## config.mk

```make
export PLATFORM = sky130hd
export DESIGN_NAME = serial_lcd_terminal_scroll
export DESIGN_NICKNAME = d
export VERILOG_FILES = /design/src/rtl/slt_pkg.sv /design/src/rtl/slt_datapath.sv /design/src/rtl/slt_ctrl.sv /design/src/rtl/serial_lcd_terminal_scroll.sv
export VERILOG_INCLUDE_DIRS = /design/src /design/src/rtl
export SDC_FILE = /design/constraint.sdc
export NUM_CORES = 1
export LEC_CHECK = 0
export BUFFER_PORTS_ARGS = -buffer_cell sky130_fd_sc_hd__buf_2
export CAP_MARGIN = 0
export CORE_MARGIN = 1
export CORE_UTILIZATION = 60
export DETAILED_ROUTE_END_ITERATION = 10
export HOLD_SLACK_MARGIN = 0.06
export PLACE_DENSITY_LB_ADDON = 0.15
export SLEW_MARGIN = 40
export SYNTH_ARGS = -nofsm -noshare
export SYNTH_HDL_FRONTEND = slang
export SYNTH_SLANG_ARGS = --single-unit
```

## constraint.sdc

```tcl
create_clock -name clk -period 2.5 [get_ports clk]
set_input_delay 0.125 -clock clk [delete_from_list [all_inputs] [get_ports clk]]
set_output_delay 0.125 -clock clk [all_outputs]
set_load 0.01 [all_outputs]
```

## src/rtl/serial_lcd_terminal_scroll_defines.svh

```systemverilog
// Assertion macros shared by the terminal RTL.
`ifndef SERIAL_LCD_TERMINAL_SCROLL_DEFINES_SVH
`define SERIAL_LCD_TERMINAL_SCROLL_DEFINES_SVH

// The consequent must hold in the same cycle as the antecedent.
`define SLT_ASSERT_IMPL(label, clk, rst, ante, cons) \
  label: assert property (@(posedge clk) disable iff (rst) (ante) |-> (cons)) \
    else $error("terminal assertion failed");

// The consequent must hold in the cycle after the antecedent.
`define SLT_ASSERT_NEXT(label, clk, rst, ante, cons) \
  label: assert property (@(posedge clk) disable iff (rst) (ante) |=> (cons)) \
    else $error("terminal assertion failed");

`endif

```

## src/rtl/slt_pkg.sv

```systemverilog
`default_nettype none
package slt_pkg;

  localparam int unsigned COLUMNS_DEFAULT = 16;

  localparam logic [7:0] CH_CR    = 8'd13;
  localparam logic [7:0] CH_LF    = 8'd10;
  localparam logic [7:0] CH_SPACE = 8'd32;
  localparam logic [7:0] CH_ZERO  = 8'h30;
  localparam logic [7:0] CH_ONE   = 8'h31;
  localparam logic [7:0] CH_TWO   = 8'h32;

  localparam logic [1:0] OP_WRITE     = 2'd0;
  localparam logic [1:0] OP_CLEAR     = 2'd1;
  localparam logic [1:0] OP_BACKLIGHT = 2'd2;

  // Commands from the controller to the datapath.
  typedef struct packed {
    logic capture;
    logic cmd_open;
    logic cmd_byte;
    logic cmd_close;
    logic emit_op;
    logic scroll_start;
    logic rd;
    logic emit_scroll;
    logic pad_start;
    logic emit_pad;
    logic lf_top;
    logic emit_char;
  } dp_cmd_t;

  // Status from the datapath to the controller.
  typedef struct packed {
    logic is_cr;
    logic is_lf;
    logic cmd_mode;
    logic cmd_known;
    logic cur_full;
    logic cur_row1;
    logic col_last;
    logic slot_free;
  } dp_stat_t;

endpackage
`default_nettype wire

```

## src/rtl/slt_datapath.sv

```systemverilog
`default_nettype none
`include "serial_lcd_terminal_scroll_defines.svh"
module slt_datapath #(
  parameter int unsigned COLUMNS = slt_pkg::COLUMNS_DEFAULT
) (
  input  wire logic              clk,
  input  wire logic              rst,
  input  wire logic [7:0]        rx_char,
  input  wire slt_pkg::dp_cmd_t  cmd,
  output slt_pkg::dp_stat_t      stat,
  input  wire logic              out_ready,
  output logic                   out_valid,
  output logic [1:0]             op,
  output logic                   row,
  output logic [3:0]             col,
  output logic [7:0]             glyph,
  output logic                   last
);
  import slt_pkg::*;

  localparam int unsigned CELLS = 2 * COLUMNS;
  localparam int unsigned CW    = $clog2(CELLS + 1);
  localparam int unsigned IW    = $clog2(COLUMNS);
  localparam int unsigned XW    = (IW > 4) ? IW : 4;
  localparam logic [CW-1:0] CUR_ROW1 = CW'(COLUMNS);
  localparam logic [CW-1:0] CUR_FULL = CW'(CELLS);
  localparam logic [IW-1:0] IDX_LAST = IW'(COLUMNS - 1);

  logic [7:0]    ch;
  logic [CW-1:0] cursor;
  logic          cmd_mode;
  logic [1:0]    cmd_len;
  logic [7:0]    cmd_first;
  logic [IW-1:0] idx;

  // Only the bottom row is ever read back, so only it is stored.
  logic [7:0]         mem [COLUMNS];
  logic [COLUMNS-1:0] vld;
  logic [7:0]         rd_data;
  logic               rd_valid;

  logic [CW-1:0] cur_off;
  logic          on_row1;
  logic [IW-1:0] cur_col;
  logic          is_clear;
  logic          mem_we;
  logic [IW-1:0] mem_wa;
  logic [7:0]    mem_wd;
  logic [XW-1:0] idx_x;
  logic [XW-1:0] cur_x;
  logic          any_emit;

  assign cur_off  = cursor - CUR_ROW1;
  assign on_row1  = cursor >= CUR_ROW1;
  assign cur_col  = on_row1 ? cur_off[IW-1:0] : cursor[IW-1:0];
  assign idx_x    = XW'(idx);
  assign cur_x    = XW'(cur_col);
  assign is_clear = cmd_first == CH_ZERO;

  assign mem_we = cmd.emit_pad || (cmd.emit_char && on_row1);
  assign mem_wa = cmd.emit_pad ? idx : cur_col;
  assign mem_wd = cmd.emit_pad ? CH_SPACE : ch;

  assign any_emit = cmd.emit_op || cmd.emit_scroll || cmd.emit_pad || cmd.emit_char;

  assign stat.is_cr     = ch == CH_CR;
  assign stat.is_lf     = ch == CH_LF;
  assign stat.cmd_mode  = cmd_mode;
  assign stat.cmd_known = (cmd_len == 2'd1) &&
                          (is_clear || cmd_first == CH_ONE || cmd_first == CH_TWO);
  assign stat.cur_full  = cursor >= CUR_FULL;
  assign stat.cur_row1  = on_row1;
  assign stat.col_last  = idx == IDX_LAST;
  assign stat.slot_free = !out_valid || out_ready;

  always_ff @(posedge clk) begin
    if (rst) begin
      cursor    <= '0;
      cmd_mode  <= 1'b0;
      cmd_len   <= 2'd0;
      cmd_first <= 8'd0;
      vld       <= '0;
      out_valid <= 1'b0;
      idx       <= '0;
    end else begin
      if (cmd.cmd_open) begin
        cmd_mode  <= 1'b1;
        cmd_len   <= 2'd0;
        cmd_first <= 8'd0;
      end
      if (cmd.cmd_byte) begin
        if (cmd_len == 2'd0) begin
          cmd_first <= ch;
        end
        if (cmd_len != 2'd2) begin
          cmd_len <= cmd_len + 2'd1;
        end
      end
      if (cmd.cmd_close) begin
        cmd_mode <= 1'b0;
        cmd_len  <= 2'd0;
        if (stat.cmd_known && is_clear) begin
          vld    <= '0;
          cursor <= '0;
        end
      end
      if (mem_we) begin
        vld[mem_wa] <= 1'b1;
      end
      if (cmd.scroll_start) begin
        idx <= '0;
      end
      if (cmd.pad_start) begin
        idx <= cur_off[IW-1:0];
      end
      if (cmd.emit_scroll) begin
        if (idx == IDX_LAST) begin
          idx    <= '0;
          cursor <= CUR_ROW1;
        end else begin
          idx <= idx + 1'b1;
        end
      end
      if (cmd.emit_pad) begin
        idx <= idx + 1'b1;
        if (idx == IDX_LAST) begin
          cursor <= CUR_FULL;
        end
      end
      if (cmd.lf_top) begin
        cursor <= CUR_ROW1;
      end
      if (cmd.emit_char) begin
        cursor <= cursor + 1'b1;
      end
      if (any_emit) begin
        out_valid <= 1'b1;
      end else if (out_ready) begin
        out_valid <= 1'b0;
      end
    end
  end

  always_ff @(posedge clk) begin
    if (cmd.capture) begin
      ch <= rx_char;
    end
    if (cmd.emit_op) begin
      op    <= is_clear ? OP_CLEAR : OP_BACKLIGHT;
      row   <= 1'b0;
      col   <= 4'd0;
      glyph <= 8'd0;
      last  <= 1'b1;
    end
    if (cmd.emit_scroll) begin
      op    <= OP_WRITE;
      row   <= 1'b0;
      col   <= idx_x[3:0];
      glyph <= rd_valid ? rd_data : 8'd0;
      last  <= 1'b0;
    end
    if (cmd.emit_pad) begin
      op    <= OP_WRITE;
      row   <= 1'b1;
      col   <= idx_x[3:0];
      glyph <= CH_SPACE;
      last  <= idx == IDX_LAST;
    end
    if (cmd.emit_char) begin
      op    <= OP_WRITE;
      row   <= on_row1;
      col   <= cur_x[3:0];
      glyph <= ch;
      last  <= 1'b1;
    end
  end

  always_ff @(posedge clk) begin
    if (mem_we) begin
      mem[mem_wa] <= mem_wd;
    end
    if (cmd.rd) begin
      rd_data  <= mem[idx];
      rd_valid <= vld[idx];
    end
  end

  `SLT_ASSERT_IMPL(a_cursor_range, clk, rst, 1'b1, cursor <= CUR_FULL)
  `SLT_ASSERT_IMPL(a_emit_slot, clk, rst, any_emit, stat.slot_free)
  `SLT_ASSERT_IMPL(a_scroll_full, clk, rst, cmd.emit_scroll, cursor == CUR_FULL)

endmodule
`default_nettype wire

```

## src/rtl/slt_ctrl.sv

```systemverilog
`default_nettype none
`include "serial_lcd_terminal_scroll_defines.svh"
module slt_ctrl (
  input  wire logic              clk,
  input  wire logic              rst,
  input  wire logic              in_valid,
  output logic                   in_ready,
  input  wire slt_pkg::dp_stat_t stat,
  output slt_pkg::dp_cmd_t       cmd
);
  import slt_pkg::*;

  typedef enum logic [2:0] {
    S_IDLE,
    S_DECIDE,
    S_SC_RD,
    S_SC_OUT,
    S_PAD,
    S_CHAR,
    S_OPOUT
  } state_t;

  state_t state;
  state_t state_next;

  assign in_ready = state == S_IDLE;

  always_comb begin
    cmd        = '0;
    state_next = state;
    unique case (state)
      S_IDLE: begin
        if (in_valid) begin
          cmd.capture = 1'b1;
          state_next  = S_DECIDE;
        end
      end
      S_DECIDE: begin
        if (stat.cmd_mode) begin
          if (stat.is_cr) begin
            if (stat.cmd_known) begin
              state_next = S_OPOUT;
            end else begin
              cmd.cmd_close = 1'b1;
              state_next    = S_IDLE;
            end
          end else begin
            cmd.cmd_byte = 1'b1;
            state_next   = S_IDLE;
          end
        end else if (stat.is_cr) begin
          cmd.cmd_open = 1'b1;
          state_next   = S_IDLE;
        end else if (stat.cur_full) begin
          cmd.scroll_start = 1'b1;
          state_next       = S_SC_RD;
        end else if (stat.is_lf) begin
          if (stat.cur_row1) begin
            cmd.pad_start = 1'b1;
            state_next    = S_PAD;
          end else begin
            // A newline on the top row only moves the cursor down.
            cmd.lf_top = 1'b1;
            state_next = S_IDLE;
          end
        end else begin
          state_next = S_CHAR;
        end
      end
      S_SC_RD: begin
        cmd.rd     = 1'b1;
        state_next = S_SC_OUT;
      end
      S_SC_OUT: begin
        if (stat.slot_free) begin
          cmd.emit_scroll = 1'b1;
          if (stat.col_last) begin
            state_next = stat.is_lf ? S_PAD : S_CHAR;
          end else begin
            state_next = S_SC_RD;
          end
        end
      end
      S_PAD: begin
        if (stat.slot_free) begin
          cmd.emit_pad = 1'b1;
          if (stat.col_last) begin
            state_next = S_IDLE;
          end
        end
      end
      S_CHAR: begin
        if (stat.slot_free) begin
          cmd.emit_char = 1'b1;
          state_next    = S_IDLE;
        end
      end
      S_OPOUT: begin
        if (stat.slot_free) begin
          cmd.emit_op   = 1'b1;
          cmd.cmd_close = 1'b1;
          state_next    = S_IDLE;
        end
      end
      default: begin
        state_next = S_IDLE;
      end
    endcase
  end

  always_ff @(posedge clk) begin
    if (rst) begin
      state <= S_IDLE;
    end else begin
      state <= state_next;
    end
  end

  `SLT_ASSERT_NEXT(a_accept_busy, clk, rst, in_valid && in_ready, !in_ready)

endmodule
`default_nettype wire

```

## src/rtl/serial_lcd_terminal_scroll.sv

```systemverilog
`default_nettype none
// Serial terminal for a two-row character display of COLUMNS columns. Each
// received byte beat on rx_char turns into zero or more display operations on
// the result channel, the final one of each byte marked by last. A byte that
// gives no result (command text, a carriage return, a newline on the top row)
// is captured and decided; a plain character then adds a step that emits it.
// A byte that scrolls reads the bottom row back from its store column by
// column, a read and then an emit for each. Each emit waits for a free output
// slot. The store needs no clearing pass after reset: per-entry valid bits
// make unwritten cells read as zero.
module serial_lcd_terminal_scroll #(
  parameter int unsigned COLUMNS = slt_pkg::COLUMNS_DEFAULT
) (
  input  wire logic       clk,
  input  wire logic       rst,
  input  wire logic       in_valid,
  output logic            in_ready,
  input  wire logic [7:0] rx_char,
  output logic            out_valid,
  input  wire logic       out_ready,
  output logic [1:0]      op,
  output logic            row,
  output logic [3:0]      col,
  output logic [7:0]      glyph,
  output logic            last
);
  import slt_pkg::*;

  dp_cmd_t  cmd;
  dp_stat_t stat;

  slt_ctrl u_ctrl (
    .clk      (clk),
    .rst      (rst),
    .in_valid (in_valid),
    .in_ready (in_ready),
    .stat     (stat),
    .cmd      (cmd)
  );

  slt_datapath #(
    .COLUMNS (COLUMNS)
  ) u_datapath (
    .clk       (clk),
    .rst       (rst),
    .rx_char   (rx_char),
    .cmd       (cmd),
    .stat      (stat),
    .out_ready (out_ready),
    .out_valid (out_valid),
    .op        (op),
    .row       (row),
    .col       (col),
    .glyph     (glyph),
    .last      (last)
  );

endmodule
`default_nettype wire
```

==> flow_summary.yaml <==
power:
  clkPwrFrac: 0.391
  pwr-share-seq: 0.535
  swShare: 0.2226
  vdd_drop_max_v: 0.0006042
  combinationalPowerShare: 0.074
  power_switching_w: 0.001574
  p_int_w: 0.005496
  leakage_nw: 3.126
  power_density_nw_per_um2: 734.1
floorplanning:
  start_util: 0.6252
  dieArea_um2: 14500
  rows: 42
  ios: 30
  coreArea_um2: 13450
  die_w_um: 120.4
  die_h_um: 120.4
min_path:
  min_from: "out_ready"
  worstHoldPathCells: 5
  hold_path.class: "input port to flop"
  whs_endpoint: "u_ctrl.state[0]"
yosys:
  async_flop_share: 0
  synth_seq_cells: 202
  synth_edf_count: 158
  yosysWarnings: 0
  synthFlopType: "edfxtp_1"
  synthDistinctLibCells: 59
  seq_area_frac_synth: 0.6688
  syn_inst: 555
  syn_area_um2: 8411
  avgSynthCellArea_um2: 15.15
  syn_nets: 570
sta:
  slew_headroom: 0.4371
  fin_skew_ns: 0.01025
  finalSetupViolations: 0
  fin_crit_ns: 2.414
  fmax_mhz: 414.3
  drv_slew: 0
  rsz0062_at_grt: "yes"
  worst_slack_ns: 0.08633
  post-route-period-util: 0.9655
  final_hold_viol_count: 0
  tightest_slew_ns: 0.8412
worst_setup_path:
  worst_path_largest_cell_delay_ns: 0.66
  critical_path_class: "flop to flop"
  critPathCaptureType: "flop"
  worstPathCellList: "nand2b_1 > nor3_2 > buf_12 > nor3b_1 > o21ai_1 > nor2_1"
  startpoint_type: "flop"
  path_max_fanout: 14
  crit_arrival_ns: 2.53
  reg2reg_depth: 6
  rr_endpoint: "u_datapath.mem[4][0]"
  r2r-start: "u_ctrl.state[0]"
  r2r_setup_slack_ns: 0.09
  cp_slowest_cell: "nor2_1"
  cp.required_ns: 2.61
detailed_routing:
  drt_wl_total_um: 18050
  dr_total_vias: 5119
  wl_per_cell_um: 22.46
  drt_iter0_markers: 508
  drc: 0
  postRouteAntennaNets: 0
  vias_per_cell: 6.367
  drt_pass1_iterations: 5
cts:
  clockBufferDepth: 3
  clock_latency_ns: 0.49
  htree_levels: 1
  clkSlewWorstSetupHoldPaths_ns: 0.06
  post-cts-setup-buffers: 0
  cts_root_buffer: "clkbuf_16"
  cts_tree: "done"
  cts_buffers: 21
  cts_sinks: 202
placement:
  port_buffers: 29
  hpwl_um: 11630
  place_congestion: 0.8787
  place_inst: 758
  pre_cts_slack_ns: 0.1329
global_route:
  antenna_found_initial: 0
  grt_start_max_net_pins: 40
  grt_pass1_vias: 5126
  grt_pass1_wl_um: 28320
  grt.total_usage: 0.2620
  overflow: 0
outcome:
  outcome: "complete, no violations"
layout:
  fill_cells: 833
  post-route-util: 0.7160
  final_nets: 628
  drive_gt1_frac: 0.2564
  fin_cells: 804
  antenna_cells: 0
  syn2layout_area_growth_pct: 14.52
  seq_area_um2: 5628
  multi_input_area_um2: 2629
run:
  cap_violations: 0
==> registers in the layout, summed over array words and instances, names as in the netlist, 6 cells and up <==
name	flops
u_datapath.rd_data	8
u_datapath.cmd_first	8
u_datapath.vld	16
u_datapath.mem	128
u_datapath.cursor	6
u_datapath.ch	8
u_datapath.glyph	8
==> cells in the mapped netlist (4+ instances only) <==
| cell type | count | share of area |
|---|---|---|
| dfxtp_1 | 44 | 0.10 |
| nand2_1 | 46 | 0.021 |
| a22o_1 | 8 | 0.0083 |
| or3_1 | 4 | 0.0030 |
| inv_1 | 9 | 0.0040 |
| mux4_2 | 45 | 0.12 |
| nor2_1 | 32 | 0.014 |
| buf_2 | 12 | 0.0071 |
| edfxtp_1 | 158 | 0.56 |
| a21oi_1 | 27 | 0.016 |
| and3_1 | 8 | 0.0060 |
| o21ai_1 | 6 | 0.0036 |
| o31ai_1 | 18 | 0.016 |
| o21ai_0 | 9 | 0.0054 |
| nand3_1 | 18 | 0.011 |
| and2_1 | 4 | 0.0030 |
| clkbuf_1 | 20 | 0.0089 |
| nor3b_1 | 4 | 0.0036 |
| a31oi_1 | 7 | 0.0052 |
| nor2b_1 | 11 | 0.0082 |
| nor3_1 | 6 | 0.0036 |
==> how the worst max path moves through the flow <==
stage	from	end	slack, ns	cells after the start
2_1_floorplan	u_datapath.out_valid	u_datapath.mem[4][0]	0.39	6
3_3_place_gp	u_ctrl.state[2]	u_datapath.mem[13][3]	0.13	6
3_5_place_dp	u_ctrl.state[2]	u_datapath.mem[4][3]	0.13	6
4_1_cts	u_ctrl.state[2]	u_datapath.mem[12][3]	0.1	6
5_1_grt	u_ctrl.state[2]	u_datapath.mem[4][2]	-0.10	6
6_report	u_ctrl.state[0]	u_datapath.mem[4][0]	0.09	6
==> per-stage QoR <==
step                TNS, ns  cell area [um2]  hold slack [ns]  power, W
floorplan                 0             8411           0.2239  0.004169
global placement          0             8914           0.3050  0.004348
detailed placement        0             8929           0.3031  0.004360
CTS                       0             9619           0.1533  0.007101
global route         -1.705             9632           0.1902  0.007257
finish                    0             9632           0.1739  0.007070
==> cells in the final DEF (no fill, tap or decap), types with 4 or more instances in the layout <==
cell type / netlist / routed
a21oi_1: 27 / 27
a22o_1: 8 / 8
a31oi_1: 7 / 7
and2_1: 4 / 4
and3_1: 8 / 8
buf_2: 12 / 29
buf_4: 1 / 30
clkbuf_16: 0 / 21
clkinv_1: 0 / 5
clkinv_2: 0 / 5
dfxtp_1: 44 / 42
dlygate4sd3_1: 0 / 8
edfxtp_1: 158 / 158
inv_1: 9 / 9
mux4_2: 45 / 45
nand2_1: 46 / 46
nand3_1: 18 / 18
nor2_1: 32 / 28
nor2_2: 0 / 4
nor2b_1: 11 / 4
nor2b_2: 0 / 7
nor3_1: 6 / 6
nor3b_1: 4 / 4
o21ai_0: 9 / 9
o21ai_1: 6 / 6
o31ai_1: 18 / 18
or3_1: 4 / 4
==> metal layers <==
metal	vias up	global-route usage	part of all wire	wire length [um]
li1	2307	-	-	-
met1	2555	0.3536	0.40	7301
met2	227	0.4429	0.50	9091
met3	30	0.04528	0.071	1277
met4	0	0.07253	0.021	384
met5	-	0	0	0
==> cells by family (layout without fill, tap and decap cells) <==
logic type,Yosys count,after routing,share of synthesized area
DFF,202,202,0.6688
AOI/OAI and AO/OA,103,103,0.08509
buffers and inverters,44,117,0.02187
and+or+nand+nor,153,153,0.09387
adders and majority gates,3,3,0.004463
muxes,46,46,0.1217
xor gates and xnor gates,4,4,0.004166
==> power by group through the flow <==
stage          combinational, W  sequential, W  clock [W]
2_1_floorplan          0.000328        0.00384          0
3_3_place_gp           0.000495        0.00385          0
3_5_place_dp           0.000508        0.00385          0
4_1_cts                0.000524        0.00378    0.00279
5_1_grt                0.000567        0.00379    0.00290
6_report               0.000526        0.00378    0.00276
==> final cells by class <==
class / count / share of cell area
Timing Repair Buffer: 70 / 0.05300
Inverter: 9 / 0.003507
Clock buffer: 24 / 0.05573
Sequential cell: 202 / 0.5843
Clock inverter: 14 / 0.007664
Multi-Input combinational cell: 309 / 0.2729
Tap cell: 176 / 0.02286
==> critical path, delay by kind of cell (launching register included) <==
kind | cells | cell delay [ns]
simple gates | 4 | 1.25
flops | 1 | 0.37
compound gates | 1 | 0.25
buf+inv | 1 | 0.18
==> what timing repair did <==
| item | in CTS | in global routing |
|---|---|---|
| setup endpoints to repair | 0 | 24 |
| resized for setup | 0 | 1 |
| hold endpoints to repair | 8 | 0 |
| hold buffers | 8 | 0 |
Note: power is estimated with default switching activity, not from simulation.
